===== config.mk =====
export PLATFORM = sky130hd
export DESIGN_NAME = daisy_chain_slave_relay_unit_flat
export DESIGN_NICKNAME = d
export VERILOG_FILES = /design/src/rtl/core/dcsr_pkg.sv /design/src/rtl/core/dcsr_if.sv /design/src/rtl/core/daisy_chain_slave_relay_unit.sv /design/src/rtl/core/dcsr_ctrl.sv /design/src/rtl/core/dcsr_dpath.sv /design/src/flat_wrapper.sv
export SDC_FILE = /design/constraint.sdc
export NUM_CORES = 1
export LEC_CHECK = 0
export BUFFER_PORTS_ARGS = -buffer_cell sky130_fd_sc_hd__buf_2
export CAP_MARGIN = 30
export CORE_MARGIN = 5
export CORE_UTILIZATION = 35
export CTS_CLUSTER_DIAMETER = 100
export CTS_CLUSTER_SIZE = 20
export DETAILED_ROUTE_END_ITERATION = 16
export GPL_ROUTABILITY_DRIVEN = 1
export PLACE_DENSITY = 0.61
export SETUP_SLACK_MARGIN = 0.05
export SLEW_MARGIN = 10
export SYNTH_ARGS = -nofsm -noshare
export SYNTH_HDL_FRONTEND = slang
export SYNTH_HIERARCHICAL = 1
export SYNTH_SLANG_ARGS = --single-unit

===== constraint.sdc =====
create_clock -name clk_i -period 5.6 [get_ports clk_i]
set_input_delay 1.12 -clock clk_i [delete_from_list [all_inputs] [get_ports clk_i]]
set_output_delay 1.12 -clock clk_i [all_outputs]
set_load 0.05 [all_outputs]

===== src/rtl/core/dcsr_pkg.sv =====
// ----------------------------------------------------------------------------
// dcsr_pkg
// Shared types and constants of the daisy-chain slave relay.
// ----------------------------------------------------------------------------
`default_nettype none

package dcsr_pkg;

  // packet parse phases
  localparam logic [2:0] PH_ID     = 3'd0;
  localparam logic [2:0] PH_COUNT  = 3'd1;
  localparam logic [2:0] PH_SCAN   = 3'd2;
  localparam logic [2:0] PH_OPCODE = 3'd3;
  localparam logic [2:0] PH_LENGTH = 3'd4;
  localparam logic [2:0] PH_OWN    = 3'd5;
  localparam logic [2:0] PH_OTHER  = 3'd6;
  localparam logic [2:0] PH_CHECK  = 3'd7;

  // length nibble escape: the length follows in the next byte
  localparam logic [3:0] LEN_ESC = 4'hF;

  // command nibbles that dump the stored payload at packet end
  localparam logic [3:0] OP_OUT0 = 4'h2;
  localparam logic [3:0] OP_OUT1 = 4'h3;
  localparam logic [3:0] OP_OUT2 = 4'h6;
  localparam logic [3:0] OP_OUT3 = 4'h7;
  localparam logic [3:0] OP_OUT4 = 4'h8;
  localparam logic [3:0] OP_OUT5 = 4'h9;

  // configuration register index (paddr[2])
  localparam logic REG_BOARD_TYPE = 1'b0;
  localparam logic [7:0] BOARD_TYPE_RST = 8'h01;

  typedef struct packed {
    logic       take;        // input transfer this cycle
    logic [2:0] phase;       // phase the byte is parsed in
    logic       load_relay;  // relay result straight to the output register
    logic       hold_relay;  // park relay result, start a burst
    logic       rd;          // read payload store at burst index
    logic       load_cmd;    // command result to the output register
    logic       send_relay;  // parked relay result to the output register
  } dcsr_cmd_t;

  typedef struct packed {
    logic nib_esc;
    logic nib_zero;
    logic byte_zero;
    logic own_msg;
    logic pos_hit;
    logic scan_hit;
    logic last_msg;
    logic burst_go;
    logic burst_end;
    logic out_free;
  } dcsr_sts_t;

  typedef struct packed {
    logic       is_relay;
    logic [7:0] tx_byte;
    logic [3:0] cmd_opcode;
    logic [7:0] cmd_length;
    logic [5:0] cmd_index;
    logic [7:0] cmd_data;
    logic       overflow;
    logic       last;
  } dcsr_res_t;

  function automatic logic is_out_op(input logic [3:0] op);
    return (op == OP_OUT0) || (op == OP_OUT1) || (op == OP_OUT2) ||
           (op == OP_OUT3) || (op == OP_OUT4) || (op == OP_OUT5);
  endfunction

endpackage

`default_nettype wire


===== src/rtl/core/dcsr_if.sv =====
// ----------------------------------------------------------------------------
// dcsr_in_if / dcsr_out_if
// Valid/ready channels of the relay: received bytes in, results out.
// ----------------------------------------------------------------------------
`default_nettype none

interface dcsr_in_if;
  logic       valid;
  logic       ready;
  logic [7:0] rx_byte;
  logic [7:0] or_bits;

  modport source (output valid, output rx_byte, output or_bits, input ready);
  modport sink   (input valid, input rx_byte, input or_bits, output ready);
endinterface

interface dcsr_out_if;
  logic       valid;
  logic       ready;
  logic       is_relay;
  logic [7:0] tx_byte;
  logic [3:0] cmd_opcode;
  logic [7:0] cmd_length;
  logic [5:0] cmd_index;
  logic [7:0] cmd_data;
  logic       overflow;
  logic       last;

  modport source (output valid, output is_relay, output tx_byte, output cmd_opcode,
                  output cmd_length, output cmd_index, output cmd_data,
                  output overflow, output last, input ready);
  modport sink   (input valid, input is_relay, input tx_byte, input cmd_opcode,
                  input cmd_length, input cmd_index, input cmd_data,
                  input overflow, input last, output ready);
endinterface

`default_nettype wire


===== src/rtl/core/daisy_chain_slave_relay_unit.sv =====
// ----------------------------------------------------------------------------
// daisy_chain_slave_relay_unit
// Slave node of a daisy-chained byte bus: relays each byte, patches the ID
// and scan bytes, captures its own payload and dumps it at packet end.
// ----------------------------------------------------------------------------
//   channel  dir  handshake        carries
//   rx_i     in   valid/ready      rx_byte, or_bits
//   tx_o     out  valid/ready      is_relay, tx_byte, cmd_* fields, overflow, last
//   apb      in   psel/penable     board_type register at paddr 0
//
// A byte is taken every cycle while the result register drains each cycle.
// A final checksum that dumps stored bytes holds off rx_i through the whole burst:
// every burst result waits on the payload store's registered read port.
// rst_ni clears the parser and sequencer; the payload store needs no clearing.
// A stall on tx_o stalls rx_i once the result register is full.
// ----------------------------------------------------------------------------
`default_nettype none

module daisy_chain_slave_relay_unit #(
  parameter int PAYLOAD_DEPTH = 16
) (
  input  wire         clk_i,
  input  wire         rst_ni,
  dcsr_in_if.sink     rx_i,
  dcsr_out_if.source  tx_o,
  input  wire         psel,
  input  wire         penable,
  input  wire         pwrite,
  input  wire  [2:0]  paddr,
  input  wire  [31:0] pwdata,
  output logic [31:0] prdata,
  output logic        pready
);
  import dcsr_pkg::*;

  dcsr_cmd_t  cmd;
  dcsr_sts_t  sts;
  dcsr_res_t  res;
  logic       in_ready;
  logic       out_valid;
  logic [7:0] board_type_q;

  assign pready = 1'b1;

  always_ff @(posedge clk_i or negedge rst_ni) begin
    if (!rst_ni) begin
      board_type_q <= BOARD_TYPE_RST;
    end else if (psel && penable && pwrite && (paddr[2] == REG_BOARD_TYPE)) begin
      board_type_q <= pwdata[7:0];
    end
  end

  assign prdata = (paddr[2] == REG_BOARD_TYPE) ? {24'h0, board_type_q} : 32'h0;

  dcsr_ctrl u_ctrl (
    .clk_i      (clk_i),
    .rst_ni     (rst_ni),
    .in_valid_i (rx_i.valid),
    .in_ready_o (in_ready),
    .sts_i      (sts),
    .cmd_o      (cmd)
  );

  dcsr_dpath #(
    .PAYLOAD_DEPTH (PAYLOAD_DEPTH)
  ) u_dpath (
    .clk_i        (clk_i),
    .rst_ni       (rst_ni),
    .rx_byte_i    (rx_i.rx_byte),
    .or_bits_i    (rx_i.or_bits),
    .board_type_i (board_type_q),
    .out_ready_i  (tx_o.ready),
    .cmd_i        (cmd),
    .sts_o        (sts),
    .out_valid_o  (out_valid),
    .res_o        (res)
  );

  assign rx_i.ready      = in_ready;
  assign tx_o.valid      = out_valid;
  assign tx_o.is_relay   = res.is_relay;
  assign tx_o.tx_byte    = res.tx_byte;
  assign tx_o.cmd_opcode = res.cmd_opcode;
  assign tx_o.cmd_length = res.cmd_length;
  assign tx_o.cmd_index  = res.cmd_index;
  assign tx_o.cmd_data   = res.cmd_data;
  assign tx_o.overflow   = res.overflow;
  assign tx_o.last       = res.last;

endmodule

`default_nettype wire


===== src/rtl/core/dcsr_ctrl.sv =====
// ----------------------------------------------------------------------------
// dcsr_ctrl
// Packet parse state machine and result sequencer.
// ----------------------------------------------------------------------------
`default_nettype none

module dcsr_ctrl (
  input  wire                  clk_i,
  input  wire                  rst_ni,
  input  wire                  in_valid_i,
  output logic                 in_ready_o,
  input  dcsr_pkg::dcsr_sts_t  sts_i,
  output dcsr_pkg::dcsr_cmd_t  cmd_o
);
  import dcsr_pkg::*;

  localparam logic [1:0] SQ_IDLE  = 2'd0;
  localparam logic [1:0] SQ_READ  = 2'd1;
  localparam logic [1:0] SQ_LOAD  = 2'd2;
  localparam logic [1:0] SQ_RELAY = 2'd3;

  logic [2:0] phase_q, phase_d;
  logic [1:0] seq_q, seq_d;
  logic       take;
  logic       burst;

  assign in_ready_o = (seq_q == SQ_IDLE) && sts_i.out_free;
  assign take       = in_valid_i && in_ready_o;
  assign burst      = (phase_q == PH_CHECK) && sts_i.last_msg && sts_i.burst_go;

  always_comb begin
    phase_d = phase_q;
    if (take) begin
      unique case (phase_q) inside
        PH_ID:     phase_d = PH_COUNT;
        PH_COUNT:  phase_d = sts_i.byte_zero ? PH_SCAN : PH_OPCODE;
        PH_SCAN:   phase_d = sts_i.scan_hit ? PH_ID : PH_SCAN;
        PH_OPCODE: begin
          if (sts_i.nib_esc)       phase_d = PH_LENGTH;
          else if (sts_i.nib_zero) phase_d = PH_CHECK;
          else                     phase_d = sts_i.own_msg ? PH_OWN : PH_OTHER;
        end
        PH_LENGTH: begin
          if (sts_i.byte_zero) phase_d = PH_CHECK;
          else                 phase_d = sts_i.own_msg ? PH_OWN : PH_OTHER;
        end
        PH_OWN, PH_OTHER: phase_d = sts_i.pos_hit ? PH_CHECK : phase_q;
        PH_CHECK:  phase_d = sts_i.last_msg ? PH_ID : PH_OPCODE;
        default:   phase_d = PH_ID;
      endcase
    end
  end

  always_comb begin
    seq_d = seq_q;
    cmd_o = '0;
    cmd_o.take  = take;
    cmd_o.phase = phase_q;
    unique case (seq_q)
      SQ_IDLE: begin
        if (take) begin
          if (burst) begin
            cmd_o.hold_relay = 1'b1;
            seq_d            = SQ_READ;
          end else begin
            cmd_o.load_relay = 1'b1;
          end
        end
      end
      SQ_READ: begin
        cmd_o.rd = 1'b1;
        seq_d    = SQ_LOAD;
      end
      SQ_LOAD: begin
        if (sts_i.out_free) begin
          cmd_o.load_cmd = 1'b1;
          seq_d          = sts_i.burst_end ? SQ_RELAY : SQ_READ;
        end
      end
      SQ_RELAY: begin
        if (sts_i.out_free) begin
          cmd_o.send_relay = 1'b1;
          seq_d            = SQ_IDLE;
        end
      end
      default: seq_d = SQ_IDLE;
    endcase
  end

  always_ff @(posedge clk_i or negedge rst_ni) begin
    if (!rst_ni) begin
      phase_q <= PH_ID;
      seq_q   <= SQ_IDLE;
    end else begin
      phase_q <= phase_d;
      seq_q   <= seq_d;
    end
  end

endmodule

`default_nettype wire


===== src/rtl/core/dcsr_dpath.sv =====
// ----------------------------------------------------------------------------
// dcsr_dpath
// Packet counters, own-message capture, payload store and output register.
// ----------------------------------------------------------------------------
`default_nettype none

module dcsr_dpath #(
  parameter int PAYLOAD_DEPTH = 16
) (
  input  wire                  clk_i,
  input  wire                  rst_ni,
  input  wire [7:0]            rx_byte_i,
  input  wire [7:0]            or_bits_i,
  input  wire [7:0]            board_type_i,
  input  wire                  out_ready_i,
  input  dcsr_pkg::dcsr_cmd_t  cmd_i,
  output dcsr_pkg::dcsr_sts_t  sts_o,
  output logic                 out_valid_o,
  output dcsr_pkg::dcsr_res_t  res_o
);
  import dcsr_pkg::*;

  localparam int         IW     = $clog2(PAYLOAD_DEPTH);
  localparam logic [7:0] DEPTH8 = 8'(PAYLOAD_DEPTH);

  logic [7:0] node_id_q, msg_total_q, msg_num_q, pos_q, cur_len_q, own_len_q;
  logic [3:0] own_op_q;
  logic       own_seen_q;
  logic [7:0] relay_q;
  logic [IW-1:0] idx_q;
  logic [7:0] rd_data_q;
  logic       out_valid_q;
  dcsr_res_t  res_q;

  logic [7:0] store_q [PAYLOAD_DEPTH];

  logic [7:0] pos_inc;
  logic [7:0] relay_byte;
  logic [7:0] burst_len;
  logic [7:0] idx_inc;
  logic       store_wr;
  logic       load_any;

  assign pos_inc   = pos_q + 8'd1;
  assign burst_len = (own_len_q > DEPTH8) ? DEPTH8 : own_len_q;
  assign idx_inc   = 8'(idx_q) + 8'd1;
  assign store_wr  = cmd_i.take && (cmd_i.phase == PH_OWN) && (pos_q < DEPTH8);
  assign load_any  = cmd_i.load_relay || cmd_i.load_cmd || cmd_i.send_relay;

  always_comb begin
    relay_byte = rx_byte_i;
    case (cmd_i.phase)
      PH_ID:   relay_byte = rx_byte_i + 8'd1;
      PH_SCAN: if (sts_o.scan_hit) relay_byte = board_type_i;
      PH_OWN:  relay_byte = rx_byte_i | or_bits_i;
      default: relay_byte = rx_byte_i;
    endcase
  end

  always_comb begin
    sts_o.nib_esc   = rx_byte_i[3:0] == LEN_ESC;
    sts_o.nib_zero  = rx_byte_i[3:0] == 4'h0;
    sts_o.byte_zero = rx_byte_i == 8'h00;
    sts_o.own_msg   = msg_num_q == node_id_q;
    sts_o.pos_hit   = pos_inc == cur_len_q;
    sts_o.scan_hit  = pos_inc == node_id_q;
    sts_o.last_msg  = msg_num_q == msg_total_q;
    sts_o.burst_go  = own_seen_q && is_out_op(own_op_q) && (own_len_q != 8'h00);
    sts_o.burst_end = idx_inc == burst_len;
    sts_o.out_free  = !out_valid_q || out_ready_i;
  end

  // packet bookkeeping
  always_ff @(posedge clk_i or negedge rst_ni) begin
    if (!rst_ni) begin
      node_id_q   <= '0;
      msg_total_q <= '0;
      msg_num_q   <= '0;
      pos_q       <= '0;
      cur_len_q   <= '0;
      own_op_q    <= '0;
      own_len_q   <= '0;
      own_seen_q  <= 1'b0;
    end else if (cmd_i.take) begin
      case (cmd_i.phase)
        PH_ID: begin
          node_id_q  <= rx_byte_i;
          pos_q      <= '0;
          msg_num_q  <= 8'd1;
          own_seen_q <= 1'b0;
        end
        PH_COUNT: begin
          msg_total_q <= rx_byte_i;
          pos_q       <= '0;
        end
        PH_OPCODE: begin
          pos_q     <= '0;
          cur_len_q <= {4'h0, rx_byte_i[3:0]};
          if (sts_o.own_msg) begin
            own_op_q   <= rx_byte_i[7:4];
            own_seen_q <= 1'b1;
            if (!sts_o.nib_esc) own_len_q <= {4'h0, rx_byte_i[3:0]};
          end
        end
        PH_LENGTH: begin
          cur_len_q <= rx_byte_i;
          if (sts_o.own_msg) own_len_q <= rx_byte_i;
        end
        PH_CHECK: begin
          if (sts_o.last_msg) own_seen_q <= 1'b0;
          msg_num_q <= msg_num_q + 8'd1;
        end
        default: pos_q <= pos_inc;  // scan, own and other payload bytes
      endcase
    end
  end

  // payload store, registered read
  always_ff @(posedge clk_i) begin
    if (store_wr) store_q[pos_q[IW-1:0]] <= relay_byte;
    if (cmd_i.rd) rd_data_q <= store_q[idx_q];
  end

  always_ff @(posedge clk_i) begin
    if (cmd_i.hold_relay) relay_q <= relay_byte;
  end

  always_ff @(posedge clk_i or negedge rst_ni) begin
    if (!rst_ni) begin
      idx_q <= '0;
    end else if (cmd_i.hold_relay) begin
      idx_q <= '0;
    end else if (cmd_i.load_cmd) begin
      idx_q <= idx_q + IW'(1);
    end
  end

  // output register
  always_ff @(posedge clk_i or negedge rst_ni) begin
    if (!rst_ni) begin
      out_valid_q <= 1'b0;
    end else if (load_any) begin
      out_valid_q <= 1'b1;
    end else if (out_ready_i) begin
      out_valid_q <= 1'b0;
    end
  end

  always_ff @(posedge clk_i) begin
    if (cmd_i.load_cmd) begin
      res_q.is_relay   <= 1'b0;
      res_q.tx_byte    <= 8'h00;
      res_q.cmd_opcode <= own_op_q;
      res_q.cmd_length <= own_len_q;
      res_q.cmd_index  <= 6'(idx_q);
      res_q.cmd_data   <= rd_data_q;
      res_q.overflow   <= own_len_q > DEPTH8;
      res_q.last       <= 1'b0;
    end else if (cmd_i.load_relay || cmd_i.send_relay) begin
      res_q.is_relay   <= 1'b1;
      res_q.tx_byte    <= cmd_i.send_relay ? relay_q : relay_byte;
      res_q.cmd_opcode <= 4'h0;
      res_q.cmd_length <= 8'h00;
      res_q.cmd_index  <= 6'h00;
      res_q.cmd_data   <= 8'h00;
      res_q.overflow   <= 1'b0;
      res_q.last       <= 1'b1;
    end
  end

  assign out_valid_o = out_valid_q;
  assign res_o       = res_q;

endmodule

`default_nettype wire


===== src/flat_wrapper.sv =====
// flat-port wrapper written by rule: the top's interface ports become plain ports
module daisy_chain_slave_relay_unit_flat import dcsr_pkg::*;
#(
  parameter int PAYLOAD_DEPTH = 16
)
  (clk_i, rst_ni, psel, penable, pwrite, paddr, pwdata, prdata, pready, rx_i_valid, rx_i_rx_byte, rx_i_or_bits, rx_i_ready, tx_o_valid, tx_o_is_relay, tx_o_tx_byte, tx_o_cmd_opcode, tx_o_cmd_length, tx_o_cmd_index, tx_o_cmd_data, tx_o_overflow, tx_o_last, tx_o_ready);
  dcsr_in_if rx_i_i ();
  dcsr_out_if tx_o_i ();
  input  wire clk_i;
  input  wire rst_ni;
  input  wire psel;
  input  wire penable;
  input  wire pwrite;
  input  wire  [2:0] paddr;
  input  wire  [31:0] pwdata;
  output logic [31:0] prdata;
  output logic pready;
  input wire logic [$bits(rx_i_i.valid)-1:0] rx_i_valid;
  input wire logic [$bits(rx_i_i.rx_byte)-1:0] rx_i_rx_byte;
  input wire logic [$bits(rx_i_i.or_bits)-1:0] rx_i_or_bits;
  output wire logic [$bits(rx_i_i.ready)-1:0] rx_i_ready;
  output wire logic [$bits(tx_o_i.valid)-1:0] tx_o_valid;
  output wire logic [$bits(tx_o_i.is_relay)-1:0] tx_o_is_relay;
  output wire logic [$bits(tx_o_i.tx_byte)-1:0] tx_o_tx_byte;
  output wire logic [$bits(tx_o_i.cmd_opcode)-1:0] tx_o_cmd_opcode;
  output wire logic [$bits(tx_o_i.cmd_length)-1:0] tx_o_cmd_length;
  output wire logic [$bits(tx_o_i.cmd_index)-1:0] tx_o_cmd_index;
  output wire logic [$bits(tx_o_i.cmd_data)-1:0] tx_o_cmd_data;
  output wire logic [$bits(tx_o_i.overflow)-1:0] tx_o_overflow;
  output wire logic [$bits(tx_o_i.last)-1:0] tx_o_last;
  input wire logic [$bits(tx_o_i.ready)-1:0] tx_o_ready;
  assign rx_i_i.valid = rx_i_valid;
  assign rx_i_i.rx_byte = rx_i_rx_byte;
  assign rx_i_i.or_bits = rx_i_or_bits;
  assign rx_i_ready = rx_i_i.ready;
  assign tx_o_valid = tx_o_i.valid;
  assign tx_o_is_relay = tx_o_i.is_relay;
  assign tx_o_tx_byte = tx_o_i.tx_byte;
  assign tx_o_cmd_opcode = tx_o_i.cmd_opcode;
  assign tx_o_cmd_length = tx_o_i.cmd_length;
  assign tx_o_cmd_index = tx_o_i.cmd_index;
  assign tx_o_cmd_data = tx_o_i.cmd_data;
  assign tx_o_overflow = tx_o_i.overflow;
  assign tx_o_last = tx_o_i.last;
  assign tx_o_i.ready = tx_o_ready;
  daisy_chain_slave_relay_unit #(.PAYLOAD_DEPTH(PAYLOAD_DEPTH)) u_core (.clk_i(clk_i), .rst_ni(rst_ni), .rx_i(rx_i_i), .tx_o(tx_o_i), .psel(psel), .penable(penable), .pwrite(pwrite), .paddr(paddr), .pwdata(pwdata), .prdata(prdata), .pready(pready));
endmodule

==> results.ini <==
[final_layout]
area_growth_syn_to_layout_pct=10.8
fin_area_um2=13200
multi_input_area_um2=4400
n_fill_cell=3165
drive_gt1_frac=0.235
finalNetCount=1033
regArea_um2=7030

[critical_path]
cp.arrival_ns=3.75
start_kind=flip-flop
crit_buf_inv=0
end_kind=flip-flop
cp_slowest_cell=and2_1
path_cells=ha_1 > nand3_2 > or2_0 > xnor2_4 > and3_4 > mux2i_1 > a221o_1 > and2_1
critPathRequiredTime_ns=5.79
cpLargestDelayFamily=simple AND/OR/NAND/NOR gates
worst_path_largest_cell_delay_ns=0.63
path_class=flip-flop to flip-flop
cp_max_fo=17

[route]
wl_mm=27.8
ant_nets=0
via_per_inst=5.20
wire_per_inst_um=19.5
route.vias.total=7415
drc=0
drtIter0Drc=648
drtPass1Iterations=5

[sta]
tightest_slew_ns=0.962
finalHoldViolCount=0
rsz0062_at_grt=false
setup_viol=0
drv_slew=0
max_clock_freq_ghz=0.280
fin_crit_ns=3.57
slew_headroom=0.354
min_period_over_period=0.637
setup_ws_ns=2.03
fin_setup_tns_ns=0
finClkSkew_ns=0.0284

[placed_design]
placed_cell_area_um2=12700
finalWeightedCongestion=0.840
dp_hpwl_mm=19.5
pre_cts_ws_ns=1.56
port_buffers=76

[logic_synthesis]
synth_area_leaders=edfxtp_1 (43%), dfrtp_1 (15%), mux4_2 (7.6%)
syn-instance-count=904
synth-main-ff-cell=edfxtp_1
ys_seq_area_frac=0.591
yosys_warnings=6
ys_ff_latch=249
post_synth_num_cell_types=80
synth.most_common_cell=edfxtp_1
synth.avg_cell_area_um2=13.2
synth_edf_count=169
synth.largest_area_cell=edfxtp_1
synth_top_area_share=0.427
ys_top_cells_by_count=edfxtp_1 (169), dfrtp_1 (70), nand2_1 (59), nor2_1 (59), o21ai_0 (44)
ys_async_sr_fraction=0.285
syn_area_um2=11900

[power_and_ir_drop]
p_per_area_nw_per_um2=520
p_leak_uw=0.00489
fin_total_pwr_uw=6860
peakVddDrop_v=0.000326

[grt]
grt-ovfl-total=0
grt_pass1_vias=7431
use_met1=0.210
use_met2=0.231
grtUsageTotal=0.144
grt_max_degree=42
use_met3=0.0182
antenna_found_initial=0
busiest_layer=met2
grt_pass1_wl_mm=43.8

[floorplanning]
chipHeight_um=194
start_util=0.355
die_w_um=194
design.core.area_um2=33500
rows=67
dieArea_um2=37800
io_pins=130

[clock_tree]
path_clk_slew_ns=0.09
ctsHtreeMaxLevel=1
clk_path_buf_depth=3
cts_made_buffers=17
post_cts_buffers=0
cts_sinks=249
clkLatencyLatePin_ns=0.50
root_buffer=clkbuf_16
ctsResizeCount=0
cts_tree=built
hold_buffers=0

[worst_hold_path]
min_path_type=flip-flop to flip-flop

[run_status]
status=finished clean

[job]
maxCapViolations=0

[metal layers]
layer	wire [um]	vias up
met4	622	0
li1	-	3401
met1	12700	3749
met5	0	-
met3	1500	30
met2	13000	235
[per-stage QoR]
step                      hold WS [ns]   util  cells
after floorplan                  0.443      -    928
after global placement           0.458  0.377   1391
after detailed placement         0.464  0.378   1395
after CTS                        0.484  0.393   1425
after global routing             0.526  0.393   1426
final                            0.484  0.393   1427
[layout make-up]
cell class,count,share of cell area
Multi-Input combinational cell,570,0.333
Clock buffer,25,0.0345
Clock inverter,5,0.00361
Inverter,27,0.00788
Antenna cell,1,0.000190
Sequential cell,249,0.534
Tap cell,448,0.0425
Timing Repair Buffer,102,0.0442
[power breakdown]
part           switching, uW  internal, uW  total [uW]
Clock                    627           584        1210
Sequential               356          2490        2840
Combinational           1750          1060        2810
Total                   2730          4130        6860
[sequential cells by signal, summed over array words and instances, names as in the netlist]
signal and cells:
u_core/u_dpath/own_op_q 4, u_core/board_type_q 8, u_core/u_dpath/rd_data_q 8, u_core/u_dpath/msg_num_q 8, u_core/u_dpath/node_id_q 8, u_core/u_dpath/out_valid_o 1
u_core/u_dpath/cur_len_q 8, u_core/u_dpath/relay_q 8, u_core/u_dpath/store_q 128, u_core/u_dpath/own_seen_q 1, u_core/u_ctrl/phase_q 3, u_core/u_dpath/own_len_q 8
u_core/u_ctrl/seq_q 2, u_core/u_dpath/pos_q 8, u_core/u_dpath/res_o 34, u_core/u_dpath/idx_q 4, u_core/u_dpath/msg_total_q 8
[final timing paths]
| kind | endpoint | cells past startpoint | slack, ns | from |
|---|---|---|---|---|
| max | u_core/u_dpath/store_q[8][7] | 8 | 2.03 | u_core/u_dpath/pos_q[0] |
| min | u_core/u_dpath/own_seen_q | 1 | 0.48 | u_core/u_dpath/own_seen_q |
| max reg2reg | u_core/u_dpath/store_q[8][7] | 8 | 2.03 | u_core/u_dpath/pos_q[0] |
| min reg2reg | u_core/u_dpath/own_seen_q | 1 | 0.48 | u_core/u_dpath/own_seen_q |
| max in group asynchronous | u_core/board_type_q[3] | 2 | 4.11 | rst_ni |
| min in group asynchronous | u_core/u_dpath/own_op_q[1] | 1 | 0.55 | rst_ni |
[logic make-up after synthesis]
group	Yosys count	share of synthesized area
flops	249	0.591
buf+inv	109	0.0471
simple gates	259	0.117
xor+xnor	56	0.0452
other cells	3	0.000947
compound gates	144	0.0807
fa+ha+maj	8	0.00842
mux	76	0.109
[cells in the final DEF, fill, tap and decap left out, types with 6 or more instances in the layout]
cell       count
a21o_1         8
a21oi_1       36
a31oi_1        7
and2_1        27
and2b_2        8
buf_2         76
buf_4         25
clkbuf_1       8
clkbuf_16     17
conb_1        27
dfrtp_1       69
dfxtp_1        9
edfxtp_1     169
ha_1           8
inv_1         23
mux2_2        30
mux2i_1        6
mux4_2        40
nand2_1       59
nand3_1       11
nand4_1        9
nor2_1        59
nor2b_1        9
nor3_1        23
nor3b_1        6
nor4_1         8
o21a_1         7
o21ai_0       44
xnor2_1       25
xor2_1        28
Power figures use the tool's default switching activity.
